File: src/rtl/adsr_pkg.sv
`timescale 1ns / 1ps
// ----------------------------------------------------------------------------
// adsr_pkg
// Shared types, codes and constants of the ADSR envelope generator.
// ----------------------------------------------------------------------------
package adsr_pkg;

  localparam int FRAC_BITS_DEF = 24;
  localparam int CFG_IDX_W     = 2;

  typedef enum logic [2:0] {
    PH_IDLE    = 3'd0,
    PH_ATTACK  = 3'd1,
    PH_DECAY   = 3'd2,
    PH_SUSTAIN = 3'd3,
    PH_RELEASE = 3'd4
  } adsr_phase_t;

  typedef enum logic [CFG_IDX_W-1:0] {
    CFG_ATTACK_RATE   = 2'd0,
    CFG_DECAY_RATE    = 2'd1,
    CFG_SUSTAIN_LEVEL = 2'd2,
    CFG_RELEASE_RATE  = 2'd3
  } adsr_cfg_idx_t;

  typedef struct packed {
    adsr_phase_t phase;
    logic        prev_gate;
    logic        prev_retrig;
  } adsr_ctl_t;

  // reset values, Q.24
  localparam logic [63:0] ATTACK_RATE_Q24   = 64'd34953;
  localparam logic [63:0] DECAY_RATE_Q24    = 64'd1748;
  localparam logic [63:0] SUSTAIN_LEVEL_Q24 = 64'd6710886;
  localparam logic [63:0] RELEASE_RATE_Q24  = 64'd1165;

  // rescale a Q.24 constant to Q.f
  function automatic logic [63:0] scale_q24(input logic [63:0] v, input int f);
    logic [63:0] res;
    if (f >= 24) begin
      res = v << (f - 24);
    end else begin
      res = v >> (24 - f);
    end
    return res;
  endfunction

endpackage

File: src/rtl/adsr_if.sv
`timescale 1ns / 1ps
// ----------------------------------------------------------------------------
// adsr_if
// Valid/ready channels: sample ticks in, envelope levels out.
// ----------------------------------------------------------------------------
interface adsr_in_if;
  logic valid;
  logic ready;
  logic gate;
  logic retrigger;

  modport source (output valid, output gate, output retrigger, input ready);
  modport sink   (input valid, input gate, input retrigger, output ready);
endinterface

interface adsr_out_if #(
  parameter int W = 25
);
  logic         valid;
  logic         ready;
  logic [W-1:0] env_level;
  logic [W-1:0] inv_level;

  modport source (output valid, output env_level, output inv_level, input ready);
  modport sink   (input valid, input env_level, input inv_level, output ready);
endinterface

File: src/rtl/adsr_cfg.sv
`timescale 1ns / 1ps
// ----------------------------------------------------------------------------
// adsr_cfg
// Coefficient registers; writes saturate to 1.0.
// ----------------------------------------------------------------------------
module adsr_cfg #(
  parameter int FRAC_BITS = 24
) (
  input  logic                           clk,
  input  logic                           rst_n,
  input  logic                           cfg_we,
  input  logic [adsr_pkg::CFG_IDX_W-1:0] cfg_idx,
  input  logic [FRAC_BITS:0]             cfg_data,
  output logic [FRAC_BITS:0]             atk_rate,
  output logic [FRAC_BITS:0]             dec_rate,
  output logic [FRAC_BITS:0]             sus_level,
  output logic [FRAC_BITS:0]             rel_rate
);
  import adsr_pkg::*;

  localparam int W = FRAC_BITS + 1;
  localparam logic [W-1:0] ONE = {1'b1, {FRAC_BITS{1'b0}}};

  logic [W-1:0] atk_r, dec_r, sus_r, rel_r;
  logic [W-1:0] wdata;

  assign wdata = (cfg_data > ONE) ? ONE : cfg_data;

  always_ff @(posedge clk) begin
    if (!rst_n) begin
      atk_r <= W'(scale_q24(ATTACK_RATE_Q24, FRAC_BITS));
      dec_r <= W'(scale_q24(DECAY_RATE_Q24, FRAC_BITS));
      sus_r <= W'(scale_q24(SUSTAIN_LEVEL_Q24, FRAC_BITS));
      rel_r <= W'(scale_q24(RELEASE_RATE_Q24, FRAC_BITS));
    end else if (cfg_we) begin
      case (adsr_cfg_idx_t'(cfg_idx))
        CFG_ATTACK_RATE:   atk_r <= wdata;
        CFG_DECAY_RATE:    dec_r <= wdata;
        CFG_SUSTAIN_LEVEL: sus_r <= wdata;
        CFG_RELEASE_RATE:  rel_r <= wdata;
        default: ;
      endcase
    end
  end

  assign atk_rate  = atk_r;
  assign dec_rate  = dec_r;
  assign sus_level = sus_r;
  assign rel_rate  = rel_r;

endmodule

File: src/rtl/adsr_step.sv
`timescale 1ns / 1ps
// ----------------------------------------------------------------------------
// adsr_step
// One envelope update: edge detect, phase select, shared multiply.
// ----------------------------------------------------------------------------
module adsr_step #(
  parameter int FRAC_BITS = 24
) (
  input  adsr_pkg::adsr_ctl_t ctl_cur,
  input  logic                gate,
  input  logic                retrig,
  input  logic [FRAC_BITS:0]  env_cur,
  input  logic [FRAC_BITS:0]  atk_rate,
  input  logic [FRAC_BITS:0]  dec_rate,
  input  logic [FRAC_BITS:0]  sus_level,
  input  logic [FRAC_BITS:0]  rel_rate,
  output adsr_pkg::adsr_ctl_t ctl_nxt,
  output logic [FRAC_BITS:0]  env_nxt,
  output logic [FRAC_BITS:0]  inv_nxt
);
  import adsr_pkg::*;

  localparam int W = FRAC_BITS + 1;
  localparam logic [63:0]  ONE64 = 64'(1) << FRAC_BITS;
  localparam logic [W-1:0] ONE   = {1'b1, {FRAC_BITS{1'b0}}};
  localparam logic [W-1:0] ATK_TARGET = W'((ONE64 * 64'd6) / 64'd5);
  localparam logic [W-1:0] DECAY_BAND = W'(ONE64 / 64'd1000);
  localparam logic [W-1:0] REL_FLOOR  = W'(ONE64 / 64'd10000);

  adsr_phase_t    ph;
  logic [W-1:0]   lv;
  logic [W-1:0]   mul_a, mul_b;
  logic [2*W-1:0] prod;
  logic [W-1:0]   mq;
  logic [W-1:0]   lv_sub;
  logic [W-1:0]   lv_add;
  logic [W:0]     sus_band;

  always_comb begin
    ph = ctl_cur.phase;
    if (gate && !ctl_cur.prev_gate) begin
      ph = PH_ATTACK;
    end else if (!gate && ctl_cur.prev_gate) begin
      ph = PH_RELEASE;
    end
    if (retrig && !ctl_cur.prev_retrig) begin
      ph = PH_ATTACK;
    end
  end

  assign lv = (env_cur > ONE) ? ONE : env_cur;

  always_comb begin
    case (ph)
      PH_ATTACK: begin
        mul_a = atk_rate;
        mul_b = ATK_TARGET - lv;
      end
      PH_DECAY: begin
        mul_a = dec_rate;
        mul_b = lv - sus_level;
      end
      PH_RELEASE: begin
        mul_a = rel_rate;
        mul_b = lv;
      end
      default: begin
        mul_a = '0;
        mul_b = '0;
      end
    endcase
  end

  assign prod     = {{W{1'b0}}, mul_a} * {{W{1'b0}}, mul_b};
  assign mq       = prod[FRAC_BITS +: W];
  assign lv_sub   = lv - mq;
  assign lv_add   = lv + mq;
  assign sus_band = {1'b0, sus_level} + {1'b0, DECAY_BAND};

  always_comb begin
    ctl_nxt.phase       = ph;
    ctl_nxt.prev_gate   = gate;
    ctl_nxt.prev_retrig = retrig;
    env_nxt             = '0;
    case (ph)
      PH_ATTACK: begin
        if (lv_add >= ONE) begin
          env_nxt       = ONE;
          ctl_nxt.phase = PH_DECAY;
        end else begin
          env_nxt = lv_add;
        end
      end
      PH_DECAY: begin
        if (lv <= sus_level || {1'b0, lv_sub} <= sus_band) begin
          env_nxt       = sus_level;
          ctl_nxt.phase = PH_SUSTAIN;
        end else begin
          env_nxt = lv_sub;
        end
      end
      PH_SUSTAIN: begin
        env_nxt = sus_level;
      end
      PH_RELEASE: begin
        if (lv_sub <= REL_FLOOR) begin
          env_nxt       = '0;
          ctl_nxt.phase = PH_IDLE;
        end else begin
          env_nxt = lv_sub;
        end
      end
      default: begin
        env_nxt = '0;
      end
    endcase
  end

  assign inv_nxt = ONE - env_nxt;

endmodule

File: src/rtl/adsr_envelope_generator.sv
`timescale 1ns / 1ps
// ----------------------------------------------------------------------------
// adsr_envelope_generator
// ADSR envelope generator, one level per audio sample tick.
// ----------------------------------------------------------------------------
// Takes one sample-tick request per cycle unless the output side stalls and
// returns one level request per tick, via the s1 register and then the
// output register. Throughput is one tick per clock when not stalled: the
// envelope state feeds back through a single combinational update path (one
// FRAC_BITS+1 square multiply shared by attack, decay and release). Levels are
// unsigned Q.FRAC_BITS, 1.0 = 2^FRAC_BITS. Coefficient registers are written
// through cfg_* and saturate to 1.0; write them only while no tick is in flight.
module adsr_envelope_generator #(
  parameter int FRAC_BITS = adsr_pkg::FRAC_BITS_DEF
) (
  input  logic                           clk,
  input  logic                           rst_n,
  adsr_in_if.sink                        in_bus,
  adsr_out_if.source                     out_bus,
  input  logic                           cfg_we,
  input  logic [adsr_pkg::CFG_IDX_W-1:0] cfg_idx,
  input  logic [FRAC_BITS:0]             cfg_data
);
  import adsr_pkg::*;

  localparam int W = FRAC_BITS + 1;
  localparam logic [W-1:0] ONE = {1'b1, {FRAC_BITS{1'b0}}};

  logic [W-1:0] atk_rate, dec_rate, sus_level, rel_rate;

  logic         s1_vld_r;
  logic         s1_gate_r;
  logic         s1_retrig_r;
  adsr_ctl_t    ctl_r;
  logic [W-1:0] env_r;
  logic         out_vld_r;
  logic [W-1:0] out_env_r;
  logic [W-1:0] out_inv_r;

  adsr_ctl_t    ctl_nxt;
  logic [W-1:0] env_nxt;
  logic [W-1:0] inv_nxt;
  logic         s1_adv;
  logic         in_acc;

  adsr_cfg #(
    .FRAC_BITS(FRAC_BITS)
  ) u_cfg (
    .clk      (clk),
    .rst_n    (rst_n),
    .cfg_we   (cfg_we),
    .cfg_idx  (cfg_idx),
    .cfg_data (cfg_data),
    .atk_rate (atk_rate),
    .dec_rate (dec_rate),
    .sus_level(sus_level),
    .rel_rate (rel_rate)
  );

  adsr_step #(
    .FRAC_BITS(FRAC_BITS)
  ) u_step (
    .ctl_cur  (ctl_r),
    .gate     (s1_gate_r),
    .retrig   (s1_retrig_r),
    .env_cur  (env_r),
    .atk_rate (atk_rate),
    .dec_rate (dec_rate),
    .sus_level(sus_level),
    .rel_rate (rel_rate),
    .ctl_nxt  (ctl_nxt),
    .env_nxt  (env_nxt),
    .inv_nxt  (inv_nxt)
  );

  assign s1_adv       = s1_vld_r && (!out_vld_r || out_bus.ready);
  assign in_bus.ready = !s1_vld_r || s1_adv;
  assign in_acc       = in_bus.valid && in_bus.ready;

  always_ff @(posedge clk) begin
    if (!rst_n) begin
      s1_vld_r  <= 1'b0;
      ctl_r     <= '{phase: PH_IDLE, prev_gate: 1'b0, prev_retrig: 1'b0};
      env_r     <= '0;
      out_vld_r <= 1'b0;
    end else begin
      if (in_bus.ready) begin
        s1_vld_r <= in_bus.valid;
      end
      if (s1_adv) begin
        ctl_r     <= ctl_nxt;
        env_r     <= env_nxt;
        out_vld_r <= 1'b1;
      end else if (out_bus.ready) begin
        out_vld_r <= 1'b0;
      end
    end
  end

  // payload
  always_ff @(posedge clk) begin
    if (in_acc) begin
      s1_gate_r   <= in_bus.gate;
      s1_retrig_r <= in_bus.retrigger;
    end
    if (s1_adv) begin
      out_env_r <= env_nxt;
      out_inv_r <= inv_nxt;
    end
  end

  assign out_bus.valid     = out_vld_r;
  assign out_bus.env_level = out_env_r;
  assign out_bus.inv_level = out_inv_r;

  a_env_range: assert property (@(posedge clk) disable iff (!rst_n)
    env_r <= ONE)
    else $error("envelope level above 1.0");

  a_idle_zero: assert property (@(posedge clk) disable iff (!rst_n)
    ctl_r.phase == PH_IDLE |-> env_r == '0)
    else $error("idle phase with nonzero level");

  a_out_sum: assert property (@(posedge clk) disable iff (!rst_n)
    out_vld_r |-> W'(out_env_r + out_inv_r) == ONE)
    else $error("level and inverse do not sum to 1.0");

  a_adv_load: assert property (@(posedge clk) disable iff (!rst_n)
    s1_adv |=> out_vld_r)
    else $error("advanced tick did not reach output register");

  a_state_hold: assert property (@(posedge clk) disable iff (!rst_n)
    out_vld_r && !out_bus.ready |=> $stable(env_r) && $stable(ctl_r))
    else $error("envelope state moved while output stalled");

endmodule
File: src/flat_wrapper.sv
// flat-port wrapper written by rule: the top's interface ports become plain ports
module adsr_envelope_generator_flat import adsr_pkg::*;
#(
  parameter int FRAC_BITS = adsr_pkg::FRAC_BITS_DEF
)
  (clk, rst_n, cfg_we, cfg_idx, cfg_data, in_bus_valid, in_bus_gate, in_bus_retrigger, in_bus_ready, out_bus_valid, out_bus_env_level, out_bus_inv_level, out_bus_ready);
  adsr_in_if in_bus_i ();
  adsr_out_if out_bus_i ();
  input  logic clk;
  input  logic rst_n;
  input  logic cfg_we;
  input  logic [adsr_pkg::CFG_IDX_W-1:0] cfg_idx;
  input  logic [FRAC_BITS:0] cfg_data;
  input wire logic [$bits(in_bus_i.valid)-1:0] in_bus_valid;
  input wire logic [$bits(in_bus_i.gate)-1:0] in_bus_gate;
  input wire logic [$bits(in_bus_i.retrigger)-1:0] in_bus_retrigger;
  output wire logic [$bits(in_bus_i.ready)-1:0] in_bus_ready;
  output wire logic [$bits(out_bus_i.valid)-1:0] out_bus_valid;
  output wire logic [$bits(out_bus_i.env_level)-1:0] out_bus_env_level;
  output wire logic [$bits(out_bus_i.inv_level)-1:0] out_bus_inv_level;
  input wire logic [$bits(out_bus_i.ready)-1:0] out_bus_ready;
  assign in_bus_i.valid = in_bus_valid;
  assign in_bus_i.gate = in_bus_gate;
  assign in_bus_i.retrigger = in_bus_retrigger;
  assign in_bus_ready = in_bus_i.ready;
  assign out_bus_valid = out_bus_i.valid;
  assign out_bus_env_level = out_bus_i.env_level;
  assign out_bus_inv_level = out_bus_i.inv_level;
  assign out_bus_i.ready = out_bus_ready;
  adsr_envelope_generator #(.FRAC_BITS(FRAC_BITS)) u_core (.clk(clk), .rst_n(rst_n), .in_bus(in_bus_i), .out_bus(out_bus_i), .cfg_we(cfg_we), .cfg_idx(cfg_idx), .cfg_data(cfg_data));
endmodule
File: config.mk
export PLATFORM = sky130hd
export DESIGN_NAME = adsr_envelope_generator_flat
export DESIGN_NICKNAME = d
export VERILOG_FILES = /design/src/rtl/adsr_pkg.sv /design/src/rtl/adsr_if.sv /design/src/rtl/adsr_cfg.sv /design/src/rtl/adsr_step.sv /design/src/rtl/adsr_envelope_generator.sv /design/src/flat_wrapper.sv
export SDC_FILE = /design/constraint.sdc
export NUM_CORES = 2
export LEC_CHECK = 0
export BUFFER_PORTS_ARGS = -buffer_cell sky130_fd_sc_hd__clkbuf_2
export CORE_UTILIZATION = 60
export CTS_CLUSTER_DIAMETER = 200
export DETAILED_ROUTE_END_ITERATION = 8
export PLACE_DENSITY = 0.83
export SYNTH_ARGS = -nofsm -noshare
export SYNTH_HDL_FRONTEND = slang
export SYNTH_SLANG_ARGS = --single-unit
File: constraint.sdc
create_clock -name clk -period 36.2 [get_ports clk]
set_clock_uncertainty 0.15 [all_clocks]
set_input_delay 7.24 -clock clk [delete_from_list [all_inputs] [get_ports clk]]
set_output_delay 7.24 -clock clk [all_outputs]
set_load 0.03 [all_outputs]
==> flow_summary.yaml <==
worst_setup_path:
  critPathKind: "flop to flop"
  worstPathArrival_ns: 19.48
  critPathLaunchType: "flop"
  critPathMaxFanout: 15
  r2r_start: "u_core.env_r[0]$_SDFFE_PN0P_"
  cp_common_cell: "fa_1"
  cp_slowest_cell: "o221ai_1"
  timing.rr.end: "u_core.out_bus.inv_level[14]$_DFFE_PP_"
  crit_cells: 59
  required_ns: 36.25
  end_kind: "flop"
  reg2reg_slack_ns: 16.77
  cp_top_family: "compound AO/OA/AOI/OAI gates"
  cp_num_buf_inv: 2
  rr_worst_depth: 59
  max_stage_delay_ns: 0.83
sta:
  finalMaxSlewViolations: 0
  rsz0062_at_grt: "no"
  fin_tns_setup_ns: 0
  fin_crit_sh_pct: 53.7
  slew_headroom_pct: 6.37
  max_freq_mhz: 51.5
  worst_pin_slew_ns: 1.40
  finalSetupViolations: 0
  layout_min_cycle_time_ns: 19.43
  hold_viol_final: 0
power:
  clkPwrFrac_pct: 6.8
  switching_share_pct: 57.3
  pwr-share-comb_pct: 82.6
  p_leak_nw: 16.7
  vdd_drop_max_v: 0.0000977
  powerDensity_nw_per_um2: 77.1
  p_sw_mw: 1.56
  seqPwrFrac_pct: 10.6
  p_int_mw: 1.17
grt:
  grt_pass1_vias: 29200
  grt_antenna_before_repair: 0
  overflow: 0
  grt_max_degree: 125
  grt_util_all_layers_pct: 39.0
  grt_pass1_wl_um: 168000
clocking:
  htreeDepth: 4
  cts_hold_buf: 0
  cts_tree: "yes"
  numCtsBuffers: 17
  cts.sinks: 183
  worstSkewPairLatency_ns: 0.47
  cts_setup_buffers: 0
  clkTransAtPathRegs_ns: 0.08
  cts_resized: 0
  clock-root-buffer: "clkbuf_16"
  clk_path_buf_depth: 2
synth:
  synthArstFlopShare_pct: 0
  synth_cells: 4089
  ys_types: 91
  syn-num-nets: 4923
  synth_top_flop_cell: "dfxtp_1"
  avgSynthCellArea_um2: 8.26
  syn-cell-area_um2: 33800
  yosysSeqAreaShare_pct: 12.4
  yosys_warnings: 0
  synth-seq-cells: 183
  synth_edf_count: 51
place:
  portBuffers: 85
  gp_congestion: 1.05
  placedCellCount: 4769
  hpwl_um: 87500
finish:
  drive_above_1_share_pct: 5.80
  diodes: 0
  fin_nets: 4874
  syn2layout_area_growth_pct: 4.83
  final_common_cell: "nand2_1"
  instances_no_fill: 4800
  final_cell_mix: "nand2_1, inv_1, fa_1"
  final_util_pct: 64.0
route:
  antenna_left: 0
  wl_um: 109000
  drc_errors: 0
  wl_per_cell_um: 22.7
  drtIter0Drc: 3286
  dr.pass1.iters: 6
  avgViaCountPerCell: 6.19
  dr_total_vias: 29700
floorplanning:
  fp.dieArea_um2: 57200
  coreArea_um2: 55300
  die_w_um: 239
  initial_core_util_pct: 61.0
  die_h_um: 239
  io_pins: 86
  rows: 86
outcome:
  outcome: "finished, final reports clean"
hold_path:
  whs_endpoint: "u_core.u_cfg.dec_rate[4]$_SDFFE_PN1P_"
  whs_path_depth: 2
  hold_path_class: "flop to flop"
  hold_start: "u_core.u_cfg.dec_rate[4]$_SDFFE_PN1P_"
flow_run:
  drv_cap: 0
-- area by class of cell --
cell class,count,area (um^2)
well taps,748,936
fillers,4768,19900
clock buffers,18,430
flip-flops and latches,183,4170
clock inverters,13,131
inverters,678,2540
multi-input cells,3020,26300
repair buffers,140,841
-- synth_stat cells, drive strengths merged (41+ instances only) --
| cell | count | area share, % |
|---|---|---|
| ha | 273 | 10 |
| clkbuf | 191 | 2.1 |
| dfxtp | 132 | 7.8 |
| a22oi | 41 | 0.91 |
| fa | 527 | 31 |
| o211ai | 41 | 0.91 |
| nand2 | 756 | 8.4 |
| inv | 678 | 7.5 |
| and2 | 117 | 2.2 |
| edfxtp | 51 | 4.5 |
| xnor2 | 121 | 3.1 |
| a21boi | 46 | 1.0 |
| a21oi | 127 | 1.9 |
| o21ai | 128 | 1.9 |
| nor2 | 259 | 2.9 |
-- how the worst max path moves through the flow --
stage                                       start                                     end  slack [ns]
floorplan           u_core.env_r[11]$_SDFFE_PN0P_  u_core.out_bus.inv_level[14]$_DFFE_PP_       20.21
global placement    u_core.env_r[17]$_SDFFE_PN0P_  u_core.out_bus.inv_level[14]$_DFFE_PP_       17.86
detailed placement  u_core.env_r[17]$_SDFFE_PN0P_  u_core.out_bus.inv_level[14]$_DFFE_PP_       17.52
CTS                 u_core.env_r[17]$_SDFFE_PN0P_  u_core.out_bus.inv_level[14]$_DFFE_PP_       17.42
global route        u_core.env_r[17]$_SDFFE_PN0P_  u_core.out_bus.inv_level[17]$_DFFE_PP_       15.45
finish               u_core.env_r[0]$_SDFFE_PN0P_  u_core.out_bus.inv_level[14]$_DFFE_PP_       16.77
-- worst min-delay path, stage by stage, from the launching register on --
cell and delay [ns]:
dfxtp_1 0.31, nand2_1 0.05, nand3_1 0.06
-- per-stage QoR --
step                area [um^2]  hold slack (ns)  power, mW  setup WS [ns]
floorplan                 33800            0.291       1.83          20.21
finish                    35400            0.322       2.73          16.77
CTS                       35400            0.322       2.66          17.42
global placement          34800            0.300       2.44          17.86
global route              35400            0.338       2.91          15.45
detailed placement        34800            0.310       2.46          17.52
-- per-layer routing --
metal	global-route usage (%)	part of all wire [%]	wire length [um]	up-vias
met2	60.2	45	48400	1815
met3	8.48	11	12500	449
li1	-	-	-	12900
met1	51.4	38	40800	14500
met5	0	0	0	-
met4	20.9	6.5	7090	0
-- cells by family (layout without fill, tap and decap cells) --
logic type      after synthesis  after routing  share of synthesized area, %
flops                       183            183                          12.4
buf+inv                     886            849                          9.97
fa+ha+maj                   804            804                          41.5
xor+xnor                    152            152                          4.11
mux                           2              2                        0.0630
simple gates               1424           1424                          18.9
compound gates              638            638                          13.1
-- power groups by stage --
| stage | Clock, mW | Sequential [mW] | Combinational, mW |
|---|---|---|---|
| 6_report | 0.185 | 0.290 | 2.25 |
| 5_1_grt | 0.193 | 0.292 | 2.43 |
| 4_1_cts | 0.185 | 0.290 | 2.19 |
| 3_5_place_dp | 0 | 0.295 | 2.17 |
| 3_3_place_gp | 0 | 0.294 | 2.15 |
| 2_1_floorplan | 0 | 0.321 | 1.51 |
-- flip-flops by register name, indices dropped and copies added, names as in the netlist, 5 cells and up --
register                  count
u_core.u_cfg.rel_rate        25
u_core.u_cfg.sus_level       25
u_core.u_cfg.dec_rate        25
u_core.ctl_r                  5
u_core.env_r                 25
u_core.out_bus.env_level     24
u_core.u_cfg.atk_rate        25
u_core.out_bus.inv_level     25
Note: power is estimated with default switching activity, not from simulation.
